<file path="config.mk">
export PLATFORM = sky130hd
export DESIGN_NAME = interval_timer_two_channel_top_flat
export DESIGN_NICKNAME = d
export VERILOG_FILES = /design/src/rtl/core/itt_pkg.sv /design/src/rtl/core/itt_if.sv /design/src/rtl/core/interval_timer_two_channel_top.sv /design/src/rtl/core/itt_channel.sv /design/src/flat_wrapper.sv
export SDC_FILE = /design/constraint.sdc
export NUM_CORES = 1
export LEC_CHECK = 0
export BUFFER_PORTS_ARGS = -buffer_cell sky130_fd_sc_hd__buf_2
export CORE_ASPECT_RATIO = 1.5
export CORE_UTILIZATION = 37
export DETAILED_ROUTE_END_ITERATION = 10
export GPL_ROUTABILITY_DRIVEN = 1
export PLACE_DENSITY = 0.58
export SYNTH_ARGS = -nofsm -noshare
export SYNTH_HDL_FRONTEND = slang
export SYNTH_HIERARCHICAL = 1
export SYNTH_SLANG_ARGS = --single-unit
</file>
<file path="constraint.sdc">
create_clock -name i_clk -period 7.7 [get_ports i_clk]
set_input_delay 2.31 -clock i_clk [delete_from_list [all_inputs] [get_ports i_clk]]
set_output_delay 2.31 -clock i_clk [all_outputs]
set_load 0.02 [all_outputs]
</file>
<file path="src/rtl/core/itt_pkg.sv">
// Package for the two-channel interval timer.
// Holds action and port codes, command field codes, the channel operation
// struct and the count period function. No dependencies.
package itt_pkg;

    localparam int unsigned CountWidth = 16;

    typedef logic [1:0] t_action;
    localparam t_action ACT_TICK  = 2'd0;
    localparam t_action ACT_WRITE = 2'd1;
    localparam t_action ACT_READ  = 2'd2;

    typedef logic [2:0] t_port;
    localparam t_port PORT_CH0 = 3'd0;
    localparam t_port PORT_CH2 = 3'd2;
    localparam t_port PORT_CMD = 3'd3;
    localparam t_port PORT_CTL = 3'd4;

    typedef logic [1:0] t_access;
    localparam t_access ACC_NONE = 2'd0;
    localparam t_access ACC_LOW  = 2'd1;
    localparam t_access ACC_HIGH = 2'd2;
    localparam t_access ACC_LOHI = 2'd3;

    typedef logic [1:0] t_select;
    localparam t_select SEL_CH0 = 2'd0;
    localparam t_select SEL_CH2 = 2'd2;

    typedef struct packed {
        logic       tick;
        logic       cmd_wr;
        logic       data_wr;
        logic       ctl_wr;
        logic [7:0] wbyte;
        logic       gate;
        logic       gate_new;
    } t_chan_op;

    function automatic logic [CountWidth:0] itt_period(input logic [CountWidth-1:0] reload);
        logic [CountWidth:0] p;
        p = (reload == '0) ? {1'b1, {CountWidth{1'b0}}} : {1'b0, reload};
        return p;
    endfunction

endpackage

</file>
<file path="src/rtl/core/itt_if.sv">
// Handshake interfaces for the interval timer's item and result channels.
// Depends on nothing.
interface itt_in_if;
    logic       valid;
    logic       ready;
    logic [1:0] action;
    logic [2:0] port_select;
    logic [7:0] write_byte;
    modport source (output valid, output action, output port_select, output write_byte,
                    input ready);
    modport sink (input valid, input action, input port_select, input write_byte,
                  output ready);
endinterface

interface itt_out_if;
    logic       valid;
    logic       ready;
    logic [7:0] read_byte;
    logic       irq_pulse;
    logic       out_two;
    logic       speaker;
    modport source (output valid, output read_byte, output irq_pulse, output out_two,
                    output speaker, input ready);
    modport sink (input valid, input read_byte, input irq_pulse, input out_two,
                  input speaker, output ready);
endinterface

</file>
<file path="src/rtl/core/interval_timer_two_channel_top.sv">
// Usage notes:
// Two-channel interval timer (channels 0 and 2 of a classic PC timer) with a
// system control port for the channel-2 gate and speaker enable.
// Items arrive on i_item: one input-clock tick, a port write or a port read.
// Every accepted item gives exactly one result beat on o_result, carrying the
// system control read data, the channel-0 interrupt pulse, the channel-2
// output level and the gated speaker signal.
// An item is captured in an input register; when it advances (the result
// register is empty or being taken), its state update is committed while the
// result register is loaded.
// Throughput is one item per cycle while o_result.ready stays high; the only
// feedback path is a single decrement and compare on each 17-bit counter.
// When the receiver stalls, the result register holds its beat and the input
// register still accepts one more item; after that i_item.ready drops until
// the result is taken.
// Reset clears both channels to stopped with output low, selects low-then-high
// access, clears the control bits and empties both registers.
// Top level of the interval timer. Depends on itt_pkg, itt_if and itt_channel.
module interval_timer_two_channel_top (
    input  logic      i_clk,
    input  logic      i_rst_n,
    itt_in_if.sink    i_item,
    itt_out_if.source o_result
);
    import itt_pkg::*;

    logic       r_in_valid;
    t_action    r_in_action;
    t_port      r_in_port;
    logic [7:0] r_in_byte;
    logic [3:0] r_ctl, n_ctl;
    logic       r_res_valid;
    logic [7:0] r_res_read;
    logic       r_res_irq;
    logic       r_res_out2;
    logic       r_res_spk;

    logic       w_advance;
    logic       w_wr;
    logic       w_cmd_ok;
    t_chan_op   w_op0, w_op2;
    logic       w_out0, w_out0_next, w_rise0;
    logic       w_out2, w_out2_next, w_rise2;
    logic [7:0] w_read;

    assign w_advance    = r_in_valid && (!r_res_valid || o_result.ready);
    assign i_item.ready = !r_in_valid || w_advance;

    always_ff @(posedge i_clk) begin
        if (!i_rst_n) begin
            r_in_valid <= 1'b0;
        end else if (i_item.ready) begin
            r_in_valid <= i_item.valid;
        end
    end

    always_ff @(posedge i_clk) begin
        if (i_item.valid && i_item.ready) begin
            r_in_action <= i_item.action;
            r_in_port   <= i_item.port_select;
            r_in_byte   <= i_item.write_byte;
        end
    end

    assign w_wr     = (r_in_action == ACT_WRITE);
    assign w_cmd_ok = w_wr && (r_in_port == PORT_CMD) && (r_in_byte[5:4] != ACC_NONE);

    always_comb begin
        w_op0.tick     = (r_in_action == ACT_TICK);
        w_op0.cmd_wr   = w_cmd_ok && (r_in_byte[7:6] == SEL_CH0);
        w_op0.data_wr  = w_wr && (r_in_port == PORT_CH0);
        w_op0.ctl_wr   = 1'b0;
        w_op0.wbyte    = r_in_byte;
        w_op0.gate     = 1'b1;
        w_op0.gate_new = 1'b1;
        w_op2.tick     = (r_in_action == ACT_TICK);
        w_op2.cmd_wr   = w_cmd_ok && (r_in_byte[7:6] == SEL_CH2);
        w_op2.data_wr  = w_wr && (r_in_port == PORT_CH2);
        w_op2.ctl_wr   = w_wr && (r_in_port == PORT_CTL);
        w_op2.wbyte    = r_in_byte;
        w_op2.gate     = r_ctl[0];
        w_op2.gate_new = r_in_byte[0];
    end

    assign n_ctl  = (w_wr && r_in_port == PORT_CTL) ? r_in_byte[3:0] : r_ctl;
    assign w_read = (r_in_action == ACT_READ && r_in_port == PORT_CTL) ?
                    {2'b00, w_out2, 1'b0, r_ctl} : 8'h00;

    itt_channel u_ch0 (
        .i_clk      (i_clk),
        .i_rst_n    (i_rst_n),
        .i_op       (w_op0),
        .i_commit   (w_advance),
        .o_out      (w_out0),
        .o_out_next (w_out0_next),
        .o_rise     (w_rise0)
    );

    itt_channel u_ch2 (
        .i_clk      (i_clk),
        .i_rst_n    (i_rst_n),
        .i_op       (w_op2),
        .i_commit   (w_advance),
        .o_out      (w_out2),
        .o_out_next (w_out2_next),
        .o_rise     (w_rise2)
    );

    always_ff @(posedge i_clk) begin
        if (!i_rst_n) begin
            r_ctl       <= '0;
            r_res_valid <= 1'b0;
        end else begin
            if (w_advance) begin
                r_ctl <= n_ctl;
            end
            if (w_advance) begin
                r_res_valid <= 1'b1;
            end else if (o_result.ready) begin
                r_res_valid <= 1'b0;
            end
        end
    end

    always_ff @(posedge i_clk) begin
        if (w_advance) begin
            r_res_read <= w_read;
            r_res_irq  <= w_rise0;
            r_res_out2 <= w_out2_next;
            r_res_spk  <= w_out2_next && n_ctl[1];
        end
    end

    assign o_result.valid     = r_res_valid;
    assign o_result.read_byte = r_res_read;
    assign o_result.irq_pulse = r_res_irq;
    assign o_result.out_two   = r_res_out2;
    assign o_result.speaker   = r_res_spk;

    a_ready_only_when_free: assert property (@(posedge i_clk) disable iff (!i_rst_n)
        !i_item.ready |-> r_in_valid && r_res_valid)
        else $error("input stalled while a register is free");

    a_empty_after_reset: assert property (@(posedge i_clk) disable iff (!i_rst_n)
        $past(!i_rst_n) |-> !r_res_valid && !r_in_valid)
        else $error("pipeline not empty after reset");

    a_speaker_needs_out2: assert property (@(posedge i_clk) disable iff (!i_rst_n)
        r_res_valid && r_res_spk |-> r_res_out2)
        else $error("speaker high while channel 2 output low");

    a_irq_not_on_read: assert property (@(posedge i_clk) disable iff (!i_rst_n)
        r_res_valid && r_res_irq |-> r_res_read == 8'h00)
        else $error("interrupt pulse on a read beat");

    a_rise_matches_level: assert property (@(posedge i_clk) disable iff (!i_rst_n)
        w_advance && (w_rise0 || w_rise2) |->
            (w_rise0 ? (!w_out0 && w_out0_next) : (!w_out2 && w_out2_next)))
        else $error("rise reported on an output already high");

endmodule

</file>
<file path="src/rtl/core/itt_channel.sv">
// One counter channel of the interval timer: state registers and next-state logic.
// Depends on itt_pkg.
module itt_channel (
    input  logic            i_clk,
    input  logic            i_rst_n,
    input  itt_pkg::t_chan_op i_op,
    input  logic            i_commit,
    output logic            o_out,
    output logic            o_out_next,
    output logic            o_rise
);
    import itt_pkg::*;

    logic [CountWidth:0]   r_cnt, n_cnt;
    logic [CountWidth-1:0] r_reload, n_reload;
    logic [2:0]            r_mode, n_mode;
    t_access               r_acc, n_acc;
    logic                  r_hbn, n_hbn;
    logic                  r_out, n_out;
    logic                  r_run, n_run;
    logic [CountWidth:0]   w_period;
    logic [CountWidth:0]   w_sq_dec;
    logic                  w_load;

    assign w_period = itt_period(r_reload);
    assign w_sq_dec = (r_cnt == '0 || r_cnt > w_period) ? '0 : r_cnt - 1'b1;

    always_comb begin
        n_cnt    = r_cnt;
        n_reload = r_reload;
        n_mode   = r_mode;
        n_acc    = r_acc;
        n_hbn    = r_hbn;
        n_out    = r_out;
        n_run    = r_run;
        w_load   = 1'b0;
        if (i_op.tick) begin
            if (r_run && i_op.gate) begin
                if (r_mode[1]) begin
                    if (w_sq_dec == '0) begin
                        n_cnt = w_period;
                        n_out = 1'b1;
                    end else begin
                        n_cnt = w_sq_dec;
                        n_out = (w_sq_dec > (w_period >> 1));
                    end
                end else if (r_cnt <= 1) begin
                    n_cnt = '0;
                    n_out = 1'b1;
                    n_run = 1'b0;
                end else begin
                    n_cnt = r_cnt - 1'b1;
                end
            end
        end else if (i_op.cmd_wr) begin
            n_acc  = i_op.wbyte[5:4];
            n_mode = i_op.wbyte[3:1];
            n_hbn  = 1'b0;
            n_run  = 1'b0;
            n_out  = i_op.wbyte[2];
        end else if (i_op.data_wr) begin
            case (r_acc)
                ACC_LOW: begin
                    n_reload = {8'h00, i_op.wbyte};
                    w_load   = 1'b1;
                end
                ACC_HIGH: begin
                    n_reload = {i_op.wbyte, 8'h00};
                    w_load   = 1'b1;
                end
                ACC_LOHI: begin
                    if (!r_hbn) begin
                        n_reload = {r_reload[15:8], i_op.wbyte};
                        n_hbn    = 1'b1;
                        if (!r_mode[1]) begin
                            n_run = 1'b0;
                        end
                    end else begin
                        n_reload = {i_op.wbyte, r_reload[7:0]};
                        n_hbn    = 1'b0;
                        w_load   = 1'b1;
                    end
                end
                default: begin
                    n_reload = r_reload;
                end
            endcase
            if (w_load) begin
                n_cnt = itt_period(n_reload);
                n_run = 1'b1;
                n_out = r_mode[1];
            end
        end else if (i_op.ctl_wr) begin
            if (r_mode[1]) begin
                if (!i_op.gate_new) begin
                    n_out = 1'b1;
                end else if (!i_op.gate && r_run) begin
                    n_cnt = w_period;
                    n_out = 1'b1;
                end
            end
        end
    end

    always_ff @(posedge i_clk) begin
        if (!i_rst_n) begin
            r_cnt    <= '0;
            r_reload <= '0;
            r_mode   <= '0;
            r_acc    <= ACC_LOHI;
            r_hbn    <= 1'b0;
            r_out    <= 1'b0;
            r_run    <= 1'b0;
        end else if (i_commit) begin
            r_cnt    <= n_cnt;
            r_reload <= n_reload;
            r_mode   <= n_mode;
            r_acc    <= n_acc;
            r_hbn    <= n_hbn;
            r_out    <= n_out;
            r_run    <= n_run;
        end
    end

    assign o_out      = r_out;
    assign o_out_next = n_out;
    assign o_rise     = i_op.tick && !r_out && n_out;

endmodule

</file>
<file path="src/flat_wrapper.sv">
// flat-port wrapper written by rule: the top's interface ports become plain ports
module interval_timer_two_channel_top_flat import itt_pkg::*;
  (i_clk, i_rst_n, i_item_valid, i_item_action, i_item_port_select, i_item_write_byte, i_item_ready, o_result_valid, o_result_read_byte, o_result_irq_pulse, o_result_out_two, o_result_speaker, o_result_ready);
  itt_in_if i_item_i ();
  itt_out_if o_result_i ();
  input  logic i_clk;
  input  logic i_rst_n;
  input wire logic [$bits(i_item_i.valid)-1:0] i_item_valid;
  input wire logic [$bits(i_item_i.action)-1:0] i_item_action;
  input wire logic [$bits(i_item_i.port_select)-1:0] i_item_port_select;
  input wire logic [$bits(i_item_i.write_byte)-1:0] i_item_write_byte;
  output wire logic [$bits(i_item_i.ready)-1:0] i_item_ready;
  output wire logic [$bits(o_result_i.valid)-1:0] o_result_valid;
  output wire logic [$bits(o_result_i.read_byte)-1:0] o_result_read_byte;
  output wire logic [$bits(o_result_i.irq_pulse)-1:0] o_result_irq_pulse;
  output wire logic [$bits(o_result_i.out_two)-1:0] o_result_out_two;
  output wire logic [$bits(o_result_i.speaker)-1:0] o_result_speaker;
  input wire logic [$bits(o_result_i.ready)-1:0] o_result_ready;
  assign i_item_i.valid = i_item_valid;
  assign i_item_i.action = i_item_action;
  assign i_item_i.port_select = i_item_port_select;
  assign i_item_i.write_byte = i_item_write_byte;
  assign i_item_ready = i_item_i.ready;
  assign o_result_valid = o_result_i.valid;
  assign o_result_read_byte = o_result_i.read_byte;
  assign o_result_irq_pulse = o_result_i.irq_pulse;
  assign o_result_out_two = o_result_i.out_two;
  assign o_result_speaker = o_result_i.speaker;
  assign o_result_i.ready = o_result_ready;
  interval_timer_two_channel_top u_core (.i_clk(i_clk), .i_rst_n(i_rst_n), .i_item(i_item_i), .o_result(o_result_i));
endmodule
</file>
==> flow_results.xml, run 1 <==
<?xml version="1.0" encoding="UTF-8"?>
<metrics>
  <group name="floorplanning">
    <metric name="die_x" unit="µm">128</metric>
    <metric name="io_pins" unit="">30</metric>
    <metric name="design.die.area" unit="mm²">0.0243</metric>
    <metric name="area_of_the_core_region" unit="mm²">0.0231</metric>
    <metric name="floorplan_die_height" unit="µm">191</metric>
    <metric name="start_util" unit="%">37.9</metric>
    <metric name="row_count" unit="">68</metric>
  </group>
  <group name="setup_path">
    <metric name="crit_required" unit="ns">7.89</metric>
    <metric name="crit_path_start_kind" unit="">flop</metric>
    <metric name="critical-path-max-stage-delay" unit="ns">0.63</metric>
    <metric name="worst_endpoint_data_arrival_time" unit="ns">5.49</metric>
    <metric name="endpoint_kind" unit="">flop</metric>
    <metric name="crit_fanout" unit="">14</metric>
    <metric name="cpMaxStageDelayCell" unit="">o311ai_0</metric>
    <metric name="critical_path.cell_chain" unit="">inv_1 -&gt; nand4_1 -&gt; nor3_1 -&gt; nand4_1 -&gt; ha_1 -&gt; nand4_1 -&gt; nor4_1 -&gt; a22oi_1 -&gt; nand2_1 -&gt; o21a_4 -&gt; nor2_1 -&gt; ha_1 -&gt; nand4_1 -&gt; or3_1 -&gt; o22ai_1 -&gt; a2111oi_0 -&gt; o311ai_0 -&gt; nor2_1 -&gt; nor4b_2</metric>
    <metric name="timing.setup.critical_path_class" unit="">flop to flop</metric>
    <metric name="critPathMostFrequentCell" unit="">nand4_1</metric>
  </group>
  <group name="clock_network">
    <metric name="clock-root-buffer" unit="">clkbuf_16</metric>
    <metric name="cts_inserted_buffers" unit="">9</metric>
    <metric name="postCtsSetupBuffers" unit="">0</metric>
    <metric name="cts_hold_repair.buffers" unit="">0</metric>
    <metric name="largest_buffer_count_on_any_clock_path" unit="">2</metric>
    <metric name="tritoncts_num_sinks" unit="">105</metric>
    <metric name="worst_setup_hold_path_clk_slew" unit="ns">0.09</metric>
    <metric name="h-tree-depth" unit="">3</metric>
    <metric name="cts.repair.resized" unit="">0</metric>
    <metric name="cts_tree" unit="">done</metric>
    <metric name="skew_pair_late_insertion_delay" unit="ns">0.36</metric>
  </group>
  <group name="cells_and_area">
    <metric name="multiInputGateArea" unit="mm²">0.00592</metric>
    <metric name="final-instance-count-excl-fill" unit="">1422</metric>
    <metric name="area_used_by_sequential_logic_in_the_layout" unit="mm²">0.00231</metric>
    <metric name="antennaDiodeCount" unit="">0</metric>
    <metric name="areaGrowthSynthToFinish" unit="%">6.80</metric>
    <metric name="layout_cell_share_with_drive_strength_beyond_1" unit="%">8.31</metric>
    <metric name="layout.nets" unit="">1199</metric>
    <metric name="fillers" unit="">2459</metric>
  </group>
  <group name="power">
    <metric name="pwrdens" unit="mW/mm²">120</metric>
    <metric name="peakVddDrop" unit="V">0.000132</metric>
    <metric name="total_leakage_power" unit="nW">3.64</metric>
    <metric name="overall_power_consumption" unit="mW">1.13</metric>
  </group>
  <group name="outcome">
    <metric name="run_status" unit="">completed</metric>
  </group>
  <group name="global_routing">
    <metric name="grt_start_max_net_pins" unit="">61</metric>
    <metric name="groute.usage.overall" unit="%">23.4</metric>
    <metric name="grt_first_pass_wirelength" unit="mm">44.0</metric>
    <metric name="final_global_route_overflow_total" unit="">0</metric>
    <metric name="number_of_global_route_vias_before_repair" unit="">8237</metric>
    <metric name="grt_antenna_before_repair" unit="">0</metric>
  </group>
  <group name="detailed_routing">
    <metric name="post_drt_wl_per_cell" unit="µm">19.6</metric>
    <metric name="drt_first_iter_violations" unit="">574</metric>
    <metric name="drt-pass1-iter-count" unit="">5</metric>
    <metric name="viasPerCell" unit="">5.83</metric>
    <metric name="dr_total_vias" unit="">8290</metric>
    <metric name="residual_drc_count" unit="">0</metric>
    <metric name="antenna_left" unit="">0</metric>
    <metric name="route.final.wire_length" unit="mm">27.8</metric>
  </group>
  <group name="synthesis">
    <metric name="syn_avg_cell_area" unit="µm²">7.88</metric>
    <metric name="synthesis.yosys.warnings" unit="">6</metric>
    <metric name="postSynthCellCount" unit="">1113</metric>
    <metric name="syn-cell-area" unit="mm²">0.00877</metric>
  </group>
  <group name="sta">
    <metric name="worst_hold_slack" unit="ns">0.459</metric>
    <metric name="max_freq" unit="MHz">189</metric>
    <metric name="total_setup_violations_reported_at_the_end_of_the_flow" unit="">0</metric>
    <metric name="tightestPinTransition" unit="ns">1.33</metric>
    <metric name="slew_headroom" unit="%">10.6</metric>
    <metric name="timing.final.crit_period" unit="ns">5.30</metric>
    <metric name="setup-tns-final" unit="ns">0</metric>
    <metric name="grt_setup_unrepaired" unit="">false</metric>
    <metric name="finalClockSkew" unit="ns">0.0156</metric>
    <metric name="timing.final.max_slew_violations" unit="">0</metric>
    <metric name="hold_viol" unit="">0</metric>
    <metric name="post-route-period-util" unit="%">68.9</metric>
  </group>
  <group name="hold_path">
    <metric name="min-delay-path-class" unit="">flop to flop</metric>
  </group>
  <group name="placement">
    <metric name="numPlacedInstances" unit="">1406</metric>
    <metric name="detailed_place_hpwl" unit="mm">21.2</metric>
    <metric name="port-buffer-count" unit="">26</metric>
    <metric name="gp_congestion" unit="">0.961</metric>
  </group>
  <group name="flow_run">
    <metric name="cap_viol_max_count" unit="">0</metric>
  </group>
</metrics>
## metrics by stage
step	utilization (%)	setup WS, ns	instance area [µm²]
3_5_place_dp	39.2	2.42	9080
3_3_place_gp	39.2	2.49	9080
5_1_grt	40.5	2.01	9370
4_1_cts	40.5	2.38	9370
6_report	40.5	2.40	9370
2_1_floorplan	-	2.67	8800
## worst paths after layout
check / start / endpoint / slack (ns) / depth (start not counted)
hold reg to reg: u_core/r_ctl[2]$_SDFFE_PN0P_ / u_core/r_ctl[2]$_SDFFE_PN0P_ / 0.46 / 2
setup / recovery: u_core/u_ch0/r_reload[6]$_SDFFE_PN0P_ / u_core/o_result.irq_pulse$_DFFE_PP_ / 2.40 / 19
hold / removal: u_core/r_ctl[2]$_SDFFE_PN0P_ / u_core/r_ctl[2]$_SDFFE_PN0P_ / 0.46 / 2
setup reg to reg: u_core/u_ch0/r_reload[6]$_SDFFE_PN0P_ / u_core/o_result.irq_pulse$_DFFE_PP_ / 2.40 / 19
## area by class of cell
class	instances	share of cell area (%)
tap	315	4.21
timing repair buffer	40	2.51
multi-input combinational	888	63.1
sequential	105	24.7
clock buffer	9	2.40
clock inverter	7	0.734
inverter	58	2.32
## layout by cell type, fill, tap and decap left out, types with 15 or more instances in the layout
cell,n
nor2_1,122
nand2_1,102
dfxtp_1,84
ha_1,80
a21oi_1,69
o21ai_0,59
inv_1,57
nand3_1,30
nand4_1,29
nor2b_1,27
a211oi_1,27
buf_2,26
a22oi_1,23
edfxtp_1,21
o211ai_1,21
nor3_1,20
nand2b_1,19
a31oi_1,18
xor2_1,17
and2_1,16
mux2i_1,16
nor4_1,15
## report_power, final
part           switching, mW  internal [mW]  total (mW)
Combinational         0.0507         0.0271      0.0778
Sequential            0.0149          0.568       0.583
Clock                  0.238          0.229       0.467
## critical path, delay by kind of cell, from the launching register on
family                     cells  cell delay, ns
AOI/OAI and AO/OA              5            1.50
adders and majority gates      2            0.70
buffers and inverters          1            0.12
DFF                            1            0.35
and+or+nand+nor               11            2.49
## flip-flops by register name (all words and copies together) (netlist names)
name                       cells
u_core/u_ch0/r_mode            1
u_core/o_result.read_byte      5
u_core/r_in_port               3
u_core/r_in_valid              1
u_core/u_ch0/o_out             1
u_core/u_ch2/r_cnt            17
u_core/u_ch2/r_acc             2
u_core/o_result.irq_pulse      1
u_core/u_ch0/r_hbn             1
u_core/u_ch0/r_run             1
u_core/u_ch2/r_hbn             1
u_core/o_result.out_two        1
u_core/u_ch0/r_reload         16
u_core/o_result.valid          1
u_core/u_ch2/o_out             1
u_core/r_in_byte               8
u_core/u_ch0/r_acc             2
u_core/u_ch2/r_reload         16
u_core/u_ch0/r_cnt            17
u_core/u_ch2/r_run             1
u_core/o_result.speaker        1
u_core/r_ctl                   4
u_core/r_in_action             2
u_core/u_ch2/r_mode            1
## per-layer routing
layer	track usage (%)	wire, µm	vias to the layer above
li1	-	-	4080
met1	24.4	10600	3904
met2	44.2	14700	232
met3	2.27	887	74
met4	14.6	1660	0
met5	0	0	-
No activity file was read; power rests on OpenSTA's default activity.
==> run 2, diff against run 1 <==
--- a/config.mk
+++ b/config.mk
@@ -10,7 +10,7 @@
 export CORE_UTILIZATION = 37
 export DETAILED_ROUTE_END_ITERATION = 10
 export GPL_ROUTABILITY_DRIVEN = 1
-export PLACE_DENSITY = 0.58
+export PLACE_DENSITY = 0.6
 export SYNTH_ARGS = -nofsm -noshare
 export SYNTH_HDL_FRONTEND = slang
 export SYNTH_HIERARCHICAL = 1
==> constraint.sdc (replaced) <==
create_clock -name i_clk -period 4.43 [get_ports i_clk]
set_input_delay 1.329 -clock i_clk [delete_from_list [all_inputs] [get_ports i_clk]]
set_output_delay 1.329 -clock i_clk [all_outputs]
set_load 0.02 [all_outputs]
==> run 2 against run 1 <==
The flow now finishes with violations (negative setup slack). Via count is 8.7% higher. Sequential share of layout area down 3.1 points. Total power rose by 81%. Cell count up 8.9%. Global-route usage is 0.94 points higher. Non-clock buffer count is 124 higher. Count of clock-buffer cells in the layout unchanged. Combinational power grew 110%. Critical endpoint unchanged.
==> flow_results.xml, run 2 (synthesized netlist as in run 1, its figures left out) <==
<?xml version="1.0" encoding="UTF-8"?>
<metrics>
  <group name="cells_and_area">
    <metric name="top_regs" unit="">u_core/u_ch0/r_cnt x17, u_core/u_ch2/r_cnt x17</metric>
    <metric name="antennaDiodeCount" unit="">0</metric>
    <metric name="layout_commonest_cell" unit="">buf_4</metric>
    <metric name="layout.nets" unit="">1325</metric>
    <metric name="finish.instance_area" unit="mm²">0.0108</metric>
    <metric name="most-common-layout-cells" unit="">134 x buf_4, 112 x nor2_1, 99 x nand2_1</metric>
    <metric name="fillers" unit="">2320</metric>
    <metric name="areaGrowthSynthToFinish" unit="%">22.7</metric>
    <metric name="final-instance-count-excl-fill" unit="">1548</metric>
    <metric name="final_core_utilization" unit="%">46.5</metric>
    <metric name="layout_cell_share_with_drive_strength_beyond_1" unit="%">22.7</metric>
  </group>
  <group name="setup_path">
    <metric name="critical-path-max-stage-delay" unit="ns">0.40</metric>
    <metric name="critical_path.cell_chain" unit="">nor3_1 -&gt; nand4_1 -&gt; ha_1 -&gt; nand4_1 -&gt; buf_4 -&gt; nor4_4 -&gt; a22oi_2 -&gt; nand2_2 -&gt; o21a_4 -&gt; buf_6 -&gt; nor2_1 -&gt; ha_1 -&gt; nand2_2 -&gt; or3_4 -&gt; o22ai_4 -&gt; a2111oi_4 -&gt; o311ai_4 -&gt; nor2_2 -&gt; nor4b_2</metric>
    <metric name="crit_required" unit="ns">4.63</metric>
    <metric name="worst_endpoint_data_arrival_time" unit="ns">4.80</metric>
    <metric name="crit_fanout" unit="">5</metric>
    <metric name="crit_path_start_kind" unit="">flop</metric>
    <metric name="timing.setup.critical_path_class" unit="">flop to flop</metric>
    <metric name="cpMaxStageDelayCell" unit="">nor3_1</metric>
    <metric name="endpoint_kind" unit="">flop</metric>
  </group>
  <group name="power">
    <metric name="peakVddDrop" unit="V">0.000180</metric>
    <metric name="overall_power_consumption" unit="mW">2.04</metric>
    <metric name="pwrdens" unit="mW/mm²">189</metric>
    <metric name="total_leakage_power" unit="nW">4.34</metric>
    <metric name="cell_internal_pwr" unit="mW">1.47</metric>
    <metric name="pwr-share-seq" unit="%">49.5</metric>
    <metric name="p_switching" unit="µW">573</metric>
    <metric name="switching_share" unit="%">28.1</metric>
    <metric name="clkPwrFrac" unit="%">42.4</metric>
    <metric name="comb_power_share" unit="%">8.1</metric>
  </group>
  <group name="placement">
    <metric name="gp_congestion" unit="">0.987</metric>
    <metric name="detailed_place_hpwl" unit="mm">21.7</metric>
    <metric name="port-buffer-count" unit="">26</metric>
    <metric name="placed_area" unit="mm²">0.00992</metric>
    <metric name="numPlacedInstances" unit="">1517</metric>
  </group>
  <group name="global_routing">
    <metric name="grt_antenna_before_repair" unit="">0</metric>
    <metric name="use_met3" unit="%">3.73</metric>
    <metric name="met1_usage" unit="%">26.6</metric>
    <metric name="grt_start_max_net_pins" unit="">60</metric>
    <metric name="final_global_route_overflow_total" unit="">0</metric>
    <metric name="layer_with_the_highest_usage" unit="">met2</metric>
    <metric name="grt.met2_usage" unit="%">43.7</metric>
    <metric name="grt_first_pass_wirelength" unit="mm">46.0</metric>
    <metric name="number_of_global_route_vias_before_repair" unit="">8729</metric>
    <metric name="groute.usage.overall" unit="%">24.3</metric>
  </group>
  <group name="detailed_routing">
    <metric name="viasPerCell" unit="">5.82</metric>
    <metric name="post_drt_wl_per_cell" unit="µm">19.0</metric>
    <metric name="residual_drc_count" unit="">0</metric>
    <metric name="dr_total_vias" unit="">9008</metric>
    <metric name="drt-pass1-iter-count" unit="">5</metric>
    <metric name="route.final.wire_length" unit="mm">29.4</metric>
    <metric name="antenna_left" unit="">0</metric>
    <metric name="drt_first_iter_violations" unit="">790</metric>
  </group>
  <group name="floorplanning">
    <metric name="io_pins" unit="">30</metric>
    <metric name="floorplan_die_height" unit="µm">191</metric>
    <metric name="row_count" unit="">68</metric>
    <metric name="design.die.area" unit="mm²">0.0243</metric>
    <metric name="start_util" unit="%">37.9</metric>
    <metric name="die_x" unit="µm">128</metric>
    <metric name="area_of_the_core_region" unit="mm²">0.0231</metric>
  </group>
  <group name="sta">
    <metric name="setup_ws" unit="ns">-0.175</metric>
    <metric name="timing.final.max_slew_violations" unit="">0</metric>
    <metric name="slew_headroom" unit="%">24.0</metric>
    <metric name="grt_setup_unrepaired" unit="">true</metric>
    <metric name="total_setup_violations_reported_at_the_end_of_the_flow" unit="">3</metric>
    <metric name="post-route-period-util" unit="%">104</metric>
    <metric name="max_freq" unit="MHz">217</metric>
    <metric name="tightestPinTransition" unit="ns">1.14</metric>
    <metric name="hold_viol" unit="">0</metric>
    <metric name="finalClockSkew" unit="ns">0.0170</metric>
    <metric name="timing.final.crit_period" unit="ns">4.60</metric>
  </group>
  <group name="clock_network">
    <metric name="cts_inserted_buffers" unit="">9</metric>
    <metric name="h-tree-depth" unit="">3</metric>
    <metric name="worst_setup_hold_path_clk_slew" unit="ns">0.09</metric>
    <metric name="cts_hold_repair.buffers" unit="">0</metric>
    <metric name="skew_pair_late_insertion_delay" unit="ns">0.37</metric>
    <metric name="clock-root-buffer" unit="">clkbuf_16</metric>
    <metric name="cts_tree" unit="">done</metric>
    <metric name="largest_buffer_count_on_any_clock_path" unit="">2</metric>
    <metric name="tritoncts_num_sinks" unit="">105</metric>
  </group>
  <group name="outcome">
    <metric name="failed_checks" unit="">negative setup slack</metric>
    <metric name="run_status" unit="">finished with violations</metric>
  </group>
  <group name="hold_path">
    <metric name="min-delay-path-class" unit="">flop to flop</metric>
  </group>
  <group name="flow_run">
    <metric name="cap_viol_max_count" unit="">0</metric>
  </group>
</metrics>
-- run 2: critical path: cells and delay by family (launching register included) --
family | cells | cell delay [ns]
DFF | 1 | 0.32
adders and majority gates | 2 | 0.68
AOI/OAI and AO/OA | 5 | 1.00
buffers and inverters | 2 | 0.28
and+or+nand+nor | 10 | 2.14
-- run 2: power by group through the flow --
stage	combinational (mW)	clock, mW	sequential [mW]
finish	0.165	0.866	1.01
global route	0.178	0.935	1.01
CTS	0.157	0.889	1.01
detailed placement	0.148	0	1.03
global placement	0.146	0	1.03
floorplan	0.0922	0	1.03
-- run 2: area by class of cell --
type | count | area (µm²) | share of cell area [%]
Clock buffer | 9 | 225 | 2.09
Clock inverter | 7 | 101 | 0.941
Inverter | 58 | 218 | 2.02
Multi-Input combinational cell | 890 | 6330 | 58.8
Sequential cell | 105 | 2320 | 21.5
Tap cell | 315 | 394 | 3.66
Timing Repair Buffer | 164 | 1180 | 11.0
-- run 2: worst paths after layout --
check / startpoint / endpoint / slack [ns] / cells after the start
hold / removal: u_core/r_ctl[2]$_SDFFE_PN0P_ / u_core/r_ctl[2]$_SDFFE_PN0P_ / 0.47 / 2
hold reg to reg: u_core/r_ctl[2]$_SDFFE_PN0P_ / u_core/r_ctl[2]$_SDFFE_PN0P_ / 0.47 / 2
setup reg to reg: u_core/u_ch0/r_reload[15]$_SDFFE_PN0P_ / u_core/o_result.irq_pulse$_DFFE_PP_ / -0.17 / 19
setup / recovery: u_core/u_ch0/r_reload[15]$_SDFFE_PN0P_ / u_core/o_result.irq_pulse$_DFFE_PP_ / -0.17 / 19
-- run 2: metrics by stage --
| stage | worst slack, ns | setup TNS [ns] | hold WS [ns] |
|---|---|---|---|
| after global placement | -0.488 | -1.51 | 0.441 |
| after global routing | -0.341 | -0.858 | 0.490 |
| after CTS | 0.00396 | 0 | 0.468 |
| after detailed placement | -0.539 | -1.75 | 0.455 |
| final | -0.175 | -0.293 | 0.468 |
| after floorplan | 0.0192 | 0 | 0.430 |
-- run 2: repair_timing --
item	4_1_cts	5_1_grt
resized for setup	27	56
pin swaps	27	52
setup endpoints to repair	5	4
buffers inserted	6	9
gates cloned	1	1
-- run 2: layer usage --
layer,vias to the layer above,share of wire (%)
li1,4345,-
met5,-,0
met2,288,52
met3,102,3.9
met4,0,5.5
met1,4273,39
==> run 3, diff against run 2 <==
--- a/config.mk
+++ b/config.mk
@@ -7,10 +7,11 @@
 export LEC_CHECK = 0
 export BUFFER_PORTS_ARGS = -buffer_cell sky130_fd_sc_hd__buf_2
 export CORE_ASPECT_RATIO = 1.5
-export CORE_UTILIZATION = 37
+export CORE_UTILIZATION = 59
+export CTS_BUF_LIST = sky130_fd_sc_hd__clkbuf_8
 export DETAILED_ROUTE_END_ITERATION = 10
 export GPL_ROUTABILITY_DRIVEN = 1
-export PLACE_DENSITY = 0.6
+export PLACE_DENSITY = 0.85
 export SYNTH_ARGS = -nofsm -noshare
 export SYNTH_HDL_FRONTEND = slang
 export SYNTH_HIERARCHICAL = 1
==> run 3 against run 2 <==
The flow still finishes with violations (negative setup slack). Core utilization is 23 points higher. Clock skew is 0.0022 ns higher. Via count is 3.7% higher. Hold slack better by 0.0019 ns. Critical path depth is 1 higher. Sequential share of layout area is 1.3 points higher. Setup slack better by 0.018 ns. Cell count is 8.8% lower. Non-clock buffer count is 15 lower. Cell area is 5.8% lower. Critical endpoint unchanged. Highest routed layer unchanged.
==> flow_results.xml, run 3 (synthesized netlist as in run 1, its figures left out) <==
<?xml version="1.0" encoding="UTF-8"?>
<metrics>
  <group name="outcome">
    <metric name="run_status" unit="">finished with violations</metric>
    <metric name="failed_checks" unit="">negative setup slack</metric>
  </group>
  <group name="detailed_routing">
    <metric name="dr_total_vias" unit="">9342</metric>
    <metric name="drt_first_iter_violations" unit="">813</metric>
    <metric name="residual_drc_count" unit="">0</metric>
    <metric name="viasPerCell" unit="">6.62</metric>
    <metric name="antenna_left" unit="">0</metric>
    <metric name="route.final.wire_length" unit="mm">28.7</metric>
    <metric name="drt-pass1-iter-count" unit="">7</metric>
    <metric name="post_drt_wl_per_cell" unit="µm">20.4</metric>
  </group>
  <group name="setup_path">
    <metric name="reg2reg_start" unit="">u_core/u_ch0/r_reload[4]$_SDFFE_PN0P_</metric>
    <metric name="crit_fanout" unit="">6</metric>
    <metric name="endpoint_kind" unit="">flop</metric>
    <metric name="ff2ff_path_depth" unit="">20</metric>
    <metric name="worst_endpoint_data_arrival_time" unit="ns">4.73</metric>
    <metric name="timing.setup.critical_path_class" unit="">flop to flop</metric>
    <metric name="rrSetupSlack" unit="ns">-0.16</metric>
    <metric name="timing.rr.end" unit="">u_core/o_result.irq_pulse$_DFFE_PP_</metric>
    <metric name="crit_path_start_kind" unit="">flop</metric>
    <metric name="crit_required" unit="ns">4.57</metric>
  </group>
  <group name="cells_and_area">
    <metric name="most-common-layout-cells" unit="">121 x buf_4, 119 x nor2_1, 99 x nand2_1</metric>
    <metric name="layout_commonest_cell" unit="">buf_4</metric>
    <metric name="layout_cell_share_with_drive_strength_beyond_1" unit="%">19.1</metric>
    <metric name="antennaDiodeCount" unit="">0</metric>
    <metric name="finish.instance_area" unit="mm²">0.0101</metric>
    <metric name="final-instance-count-excl-fill" unit="">1412</metric>
    <metric name="final_core_utilization" unit="%">69.8</metric>
    <metric name="top_regs" unit="">u_core/u_ch0/r_cnt x17, u_core/u_ch2/r_cnt x17</metric>
    <metric name="fillers" unit="">1126</metric>
    <metric name="layout.nets" unit="">1308</metric>
    <metric name="areaGrowthSynthToFinish" unit="%">15.6</metric>
  </group>
  <group name="flow_run">
    <metric name="cap_viol_max_count" unit="">0</metric>
  </group>
  <group name="sta">
    <metric name="grt_setup_unrepaired" unit="">true</metric>
    <metric name="tightestPinTransition" unit="ns">1.03</metric>
    <metric name="setup-tns-final" unit="ns">-0.224</metric>
    <metric name="timing.final.max_slew_violations" unit="">0</metric>
    <metric name="timing.final.crit_period" unit="ns">4.59</metric>
    <metric name="setup_ws" unit="ns">-0.157</metric>
    <metric name="slew_headroom" unit="%">30.4</metric>
    <metric name="max_freq" unit="MHz">218</metric>
    <metric name="finalClockSkew" unit="ns">0.0191</metric>
    <metric name="hold_viol" unit="">0</metric>
    <metric name="total_setup_violations_reported_at_the_end_of_the_flow" unit="">3</metric>
    <metric name="worst_hold_slack" unit="ns">0.469</metric>
    <metric name="post-route-period-util" unit="%">104</metric>
  </group>
  <group name="global_routing">
    <metric name="grt_start_max_net_pins" unit="">60</metric>
    <metric name="grt_first_pass_wirelength" unit="mm">45.0</metric>
    <metric name="groute.usage.overall" unit="%">38.2</metric>
    <metric name="number_of_global_route_vias_before_repair" unit="">9217</metric>
    <metric name="final_global_route_overflow_total" unit="">0</metric>
    <metric name="grt_antenna_before_repair" unit="">0</metric>
  </group>
  <group name="clock_network">
    <metric name="skew_pair_late_insertion_delay" unit="ns">0.40</metric>
    <metric name="h-tree-depth" unit="">3</metric>
    <metric name="clock-root-buffer" unit="">clkbuf_8</metric>
    <metric name="worst_setup_hold_path_clk_slew" unit="ns">0.12</metric>
    <metric name="tritoncts_num_sinks" unit="">105</metric>
    <metric name="cts_tree" unit="">done</metric>
    <metric name="cts_inserted_buffers" unit="">9</metric>
    <metric name="largest_buffer_count_on_any_clock_path" unit="">2</metric>
  </group>
  <group name="hold_path">
    <metric name="holdPathEnd" unit="">u_core/r_ctl[3]$_SDFFE_PN0P_</metric>
    <metric name="min-delay-path-class" unit="">flop to flop</metric>
    <metric name="timing.hold.worst_path_depth" unit="">2</metric>
    <metric name="holdCritStartpoint" unit="">u_core/r_ctl[3]$_SDFFE_PN0P_</metric>
  </group>
  <group name="power">
    <metric name="pwr-share-seq" unit="%">56.8</metric>
    <metric name="clkPwrFrac" unit="%">33.7</metric>
    <metric name="total_leakage_power" unit="nW">4.18</metric>
    <metric name="p_switching" unit="µW">498</metric>
    <metric name="comb_power_share" unit="%">9.4</metric>
    <metric name="overall_power_consumption" unit="mW">1.76</metric>
    <metric name="peakVddDrop" unit="V">0.000165</metric>
    <metric name="cell_internal_pwr" unit="mW">1.27</metric>
    <metric name="pwrdens" unit="mW/mm²">174</metric>
    <metric name="switching_share" unit="%">28.2</metric>
  </group>
  <group name="floorplanning">
    <metric name="row_count" unit="">54</metric>
    <metric name="io_pins" unit="">30</metric>
    <metric name="design.die.area" unit="mm²">0.0154</metric>
    <metric name="start_util" unit="%">60.4</metric>
    <metric name="floorplan_die_height" unit="µm">151</metric>
    <metric name="die_x" unit="µm">102</metric>
    <metric name="area_of_the_core_region" unit="mm²">0.0145</metric>
  </group>
  <group name="placement">
    <metric name="gp_congestion" unit="">1.03</metric>
    <metric name="placed_area" unit="mm²">0.00973</metric>
    <metric name="setup_slack_at_placement" unit="ns">-0.473</metric>
    <metric name="detailed_place_hpwl" unit="mm">21.1</metric>
    <metric name="numPlacedInstances" unit="">1389</metric>
    <metric name="port-buffer-count" unit="">26</metric>
  </group>
</metrics>
run 3: changes by cell type in the layout (fill, tap and decap cells not counted), sizes merged:
cell,before,now
o21a,7,6
buf,164,149
inv,60,62
o31a,3,2
clkinv,5,3
run 3: worst max-delay path, stage by stage, from the launching register on:
cell,delay [ns]
dfxtp_1,0.34
inv_1,0.08
nand4_1,0.13
nor3_2,0.23
nand4_1,0.21
ha_1,0.37
nand4_1,0.20
nor3_1,0.34
a22oi_1,0.16
nand2_1,0.16
o21a_4,0.18
nor2_1,0.08
ha_1,0.31
nand4_1,0.14
or3_4,0.41
buf_4,0.14
nor4_2,0.25
buf_4,0.16
o311ai_2,0.16
nor2_1,0.19
nor4b_2,0.08
run 3: power groups by stage:
stage	registers, mW	clock network, mW	logic (mW)
global placement	1.02	0	0.148
detailed placement	1.02	0	0.153
finish	1.00	0.596	0.166
floorplan	1.03	0	0.0922
global route	1.00	0.632	0.178
CTS	1.00	0.602	0.154
run 3: how the worst max path moves through the flow:
| stage | start | end | slack (ns) | cells past startpoint |
|---|---|---|---|---|
| 2_1_floorplan | u_core/u_ch2/r_reload[9]$_SDFFE_PN0P_ | u_core/o_result.speaker$_DFFE_PP_ | 0.02 | 21 |
| 3_3_place_gp | u_core/u_ch2/r_reload[0]$_SDFFE_PN0P_ | u_core/o_result.speaker$_DFFE_PP_ | -0.41 | 21 |
| 3_5_place_dp | u_core/u_ch2/r_reload[0]$_SDFFE_PN0P_ | u_core/o_result.speaker$_DFFE_PP_ | -0.47 | 21 |
| 4_1_cts | u_core/u_ch2/r_reload[14]$_SDFFE_PN0P_ | u_core/o_result.speaker$_DFFE_PP_ | -0.01 | 20 |
| 5_1_grt | u_core/u_ch0/r_reload[3]$_SDFFE_PN0P_ | u_core/o_result.irq_pulse$_DFFE_PP_ | -0.45 | 20 |
| 6_report | u_core/u_ch0/r_reload[4]$_SDFFE_PN0P_ | u_core/o_result.irq_pulse$_DFFE_PP_ | -0.16 | 20 |
run 3: timing repair:
action                                  CTS  global route
pin swaps                                22            14
endpoints found under the setup margin    5             5
gates resized for setup                  17            20
hold buffers                              0             0
setup buffers                             2             7
run 3: layout make-up:
type / instances / area (µm²) / area share, %
Clock buffer: 9 / 124 / 1.22
Sequential cell: 105 / 2310 / 22.8
Tap cell: 196 / 245 / 2.42
Inverter: 58 / 218 / 2.15
Timing Repair Buffer: 149 / 1080 / 10.6
Multi-Input combinational cell: 888 / 6100 / 60.1
Clock inverter: 7 / 63.8 / 0.629
run 3: metal layers:
layer / up-vias / part of all wire (%) / wire length [µm] / track usage (%)
met3: 190 / 7.9 / 2280 / 10.9
li1: 4291 / - / - / -
met1: 4338 / 35 / 10000 / 37.7
met2: 523 / 49 / 14100 / 65.3
met4: 0 / 8.3 / 2380 / 32.2
met5: - / 0 / 0 / 0
